File: config.mk
export PLATFORM = sky130hd
export DESIGN_NAME = sacl_ram
export DESIGN_NICKNAME = d
export VERILOG_FILES = /design/src/rtl/sacl_ram.sv
export SDC_FILE = /design/constraint.sdc
export NUM_CORES = 1
export LEC_CHECK = 0
export ABC_AREA = 1
export BUFFER_PORTS_ARGS = -buffer_cell sky130_fd_sc_hd__buf_4
export CORE_MARGIN = 2
export CORE_UTILIZATION = 55
export DETAILED_ROUTE_END_ITERATION = 10
export GPL_TIMING_DRIVEN = 0
export PLACE_DENSITY_LB_ADDON = 0.2
export SYNTH_ARGS = -nofsm -noshare
export SYNTH_HDL_FRONTEND = slang
export SYNTH_SLANG_ARGS = --single-unit
File: constraint.sdc
create_clock -name clk_i -period 1 [get_ports clk_i]
set_input_delay 0.1 -clock clk_i [delete_from_list [all_inputs] [get_ports clk_i]]
set_output_delay 0.1 -clock clk_i [all_outputs]
set_load 0.02 [all_outputs]
File: src/rtl/sacl_ram.sv
// ----------------------------------------------------------------------------
// sacl_ram: generic simple dual-port RAM
// One write port, one read port with registered read data.
// ----------------------------------------------------------------------------
`timescale 1ns / 1ps

module sacl_ram #(
  parameter int WIDTH = 8,
  parameter int DEPTH = 16,
  localparam int AW   = (DEPTH > 1) ? $clog2(DEPTH) : 1
) (
  input  logic             clk_i,
  input  logic             we_i,
  input  logic [AW-1:0]    waddr_i,
  input  logic [WIDTH-1:0] wdata_i,
  input  logic             re_i,
  input  logic [AW-1:0]    raddr_i,
  output logic [WIDTH-1:0] rdata_o
);

  logic [WIDTH-1:0] mem [DEPTH];
  logic [WIDTH-1:0] rdata_q;

  always_ff @(posedge clk_i) begin
    if (we_i) begin
      mem[waddr_i] <= wdata_i;
    end
    if (re_i) begin
      rdata_q <= mem[raddr_i];
    end
  end

  assign rdata_o = rdata_q;

endmodule
==> impl_metrics.py <==
metrics = {
    "critical_path": {
        "r2r_start": "mem[12][0]$_DFFE_PP_",
        "rr_worst_depth": 6,
        "crit_path_end_kind": "primary output",
        "crit_type": "reg -> out",
        "cp.arrival_ns": 1.06,
        "ff2ff_setup_slack_ns": -0.12,
        "crit_slowest_cell": "edfxtp_1",
        "cp_top_family": "flip-flops",
        "crit_chain": "buf_6",
        "path_buf_inv": 1,
        "reg2reg_to": "rdata_o[0]$_DFFE_PP_",
        "cp_slowest_stage_delay_ns": 0.39,
        "crit_path_start_kind": "flop",
        "critPathMaxFanout": 1,
        "crit_required_ns": 0.90,
    },
    "synth": {
        "netlist_area_um2": 5850,
        "yosysMostFrequentCell": "nand2_1",
        "syn_avg_cell_area_um2": 10.6,
        "syn_inst": 551,
        "synthArstFlopShare": 0,
        "synth_edf_count": 136,
        "ys_warn_count": 0,
        "synth_common_cells": "nand2_1 (173), edfxtp_1 (136), inv_1 (100)",
        "ys_ff_latch": 136,
        "ys.flop_type": "edfxtp_1",
        "synth.distinct_cells": 11,
        "yosysTopAreaCell": "edfxtp_1",
        "synth.top_cell.area_share": 0.698,
        "yosysSeqAreaShare": 0.698,
        "syn_nets": 570,
        "yosys-top-cells-area": "edfxtp_1 (70%), nand2_1 (11%), nand3_1 (8.3%), inv_1 (6.4%), buf_6 (1.2%)",
    },
    "timing": {
        "timing.fmax_mhz": 862,
        "slew_violations": 0,
        "fin_worst_skew_ns": 0.00713,
        "setup_viol": 18,
        "hold_ws_ns": 0.0874,
        "period_share": 1.16,
        "setup_slack_ns": -0.160,
        "fin_crit_ns": 1.16,
        "slew_headroom": 0.493,
        "rsz0062_at_grt": "yes",
        "final-hold-violation-count": 0,
        "worst_pin_slew_ns": 0.757,
    },
    "clock_network": {
        "cts_root_buf": "clkbuf_8",
        "ctsHtreeMaxLevel": 4,
        "clkTransAtPathRegs_ns": 0.06,
        "cts_tree": "done",
        "cts_made_buffers": 17,
        "clock_latency_ns": 0.53,
        "clk_path_buf_depth": 2,
        "clock_sinks": 136,
    },
    "drt": {
        "drt_iter0_drc": 482,
        "dr.pass1.iters": 7,
        "drt_wl_total_um": 13900,
        "vias": 4027,
        "post_drt_wl_per_cell_um": 18.5,
        "drcViolationCount": 0,
        "via_per_inst": 5.36,
        "postRouteAntennaNets": 0,
    },
    "global_route": {
        "grt_max_degree": 17,
        "grt_pass1_wl_um": 21200,
        "grt_pass1_vias": 3781,
        "track_usage": 0.259,
        "overflow": 0,
        "antenna_found_initial": 0,
    },
    "status": {
        "violations": "setup timing",
        "status": "finished, violations left",
    },
    "worst_hold_path": {
        "hold_path_end": "rdata_o[5]$_DFFE_PP_",
        "min_path_cells": 4,
        "hold_class": "in -> reg",
        "worstHoldStart": "raddr_i[2]",
    },
    "die": {
        "die_h_um": 107,
        "io_pins": 27,
        "num_rows": 37,
        "core_um2": 10300,
        "die_area_um2": 11500,
        "fp.dieW_um": 107,
        "start_util": 0.566,
    },
    "final_layout": {
        "multi_input_area_um2": 1580,
        "layout.nets": 621,
        "nFillCells": 715,
        "finalNonFillerCells": 751,
        "area_growth_pct": 24.9,
        "n_antenna_cell": 0,
        "drive_gt1_frac": 0.276,
        "seqCellArea_um2": 4080,
    },
    "power_and_ir_drop": {
        "switchingPower_mw": 3.03,
        "internal_power_mw": 11.0,
        "netSwitchingFraction": 0.216,
        "cellPowerDensity_nw_per_um2": 1930,
        "clockPowerShare": 0.465,
        "vdd_drop_max_mv": 1.16,
        "leakage_nw": 3.10,
        "seqPwrFrac": 0.459,
        "combPwrFrac": 0.076,
    },
    "placement": {
        "placed_cells": 710,
        "dp_slack_ns": -0.619,
        "gp_congestion": 0.902,
        "detailed_place_hpwl_um": 8930,
        "port_buffers": 23,
    },
    "job": {
        "cap_violations": 0,
    },
}
-- worst max path at each step --
stage,start,end,depth (start not counted)
2_1_floorplan,waddr_i[2],mem[10][0]$_DFFE_PP_,2
3_5_place_dp,waddr_i[1],mem[13][3]$_DFFE_PP_,4
4_1_cts,rdata_o[1]$_DFFE_PP_,rdata_o[1],1
3_3_place_gp,waddr_i[1],mem[13][0]$_DFFE_PP_,4
6_report,rdata_o[3]$_DFFE_PP_,rdata_o[3],1
5_1_grt,rdata_o[3]$_DFFE_PP_,rdata_o[3],1
-- what timing repair did --
action / 4_1_cts / 5_1_grt
pin swaps: 12 / 22
hold buffers: 9 / 0
hold endpoints to repair: 136 / 0
resized for setup: 45 / 53
buffers inserted: 0 / 0
endpoints found under the setup margin: 24 / 72
-- layout make-up --
class | count | share of cell area
flip-flops and latches | 136 | 0.559
multi-input cells | 289 | 0.217
clock buffers | 17 | 0.0567
inverters | 102 | 0.0524
repair buffers | 32 | 0.0401
clock inverters | 15 | 0.0284
well taps | 136 | 0.0233
plain buffers | 24 | 0.0228
-- through the flow --
stage | instance area [um^2] | utilization | power [mW] | TNS, ns
6_report | 7300 | 0.707 | 14.1 | -1.86
5_1_grt | 7300 | 0.707 | 14.5 | -2.57
4_1_cts | 7090 | 0.687 | 14.0 | -1.93
3_5_place_dp | 6200 | 0.600 | 7.45 | -59.08
3_3_place_gp | 6200 | 0.600 | 7.42 | -54.92
2_1_floorplan | 5850 | - | 7.06 | -4.12
-- flip-flops by register name, summed over array words and instances, names as in the netlist --
name and cells:
mem 128, rdata_o 8
-- metal layers --
layer / wire (um) / GRT usage / vias to the layer above
li1: - / - / 1891
met1: 5870 / 0.378 / 1899
met5: 0 / 0 / -
met3: 1360 / 0.0492 / 22
met2: 6390 / 0.392 / 215
met4: 248 / 0.0974 / 0
-- cells in the final DEF, fill, tap and decap left out, types with 9 or more instances in the layout --
master,synthesis,layout
nand2_1,173,147
edfxtp_1,136,136
inv_1,100,100
nand3_2,0,55
nand3_1,97,42
nand2_2,0,26
buf_4,4,19
clkbuf_16,0,16
buf_6,6,14
buf_2,13,13
nor2_2,0,12
dlygate4sd3_1,0,9
-- power groups by stage --
stage | sequential [mW] | clock, mW | combinational, mW
final | 6.46 | 6.55 | 1.07
after global routing | 6.47 | 6.83 | 1.15
after CTS | 6.46 | 6.59 | 0.973
after detailed placement | 6.57 | 0 | 0.873
after global placement | 6.57 | 0 | 0.851
after floorplan | 6.61 | 0 | 0.452
-- logic make-up after synthesis --
group / count (synthesis) / share of synthesized area
flip-flops: 136 / 0.698
AND/OR/NAND/NOR: 289 / 0.208
buffers and inverters: 126 / 0.0939
No activity file was read; power rests on OpenSTA's default activity.
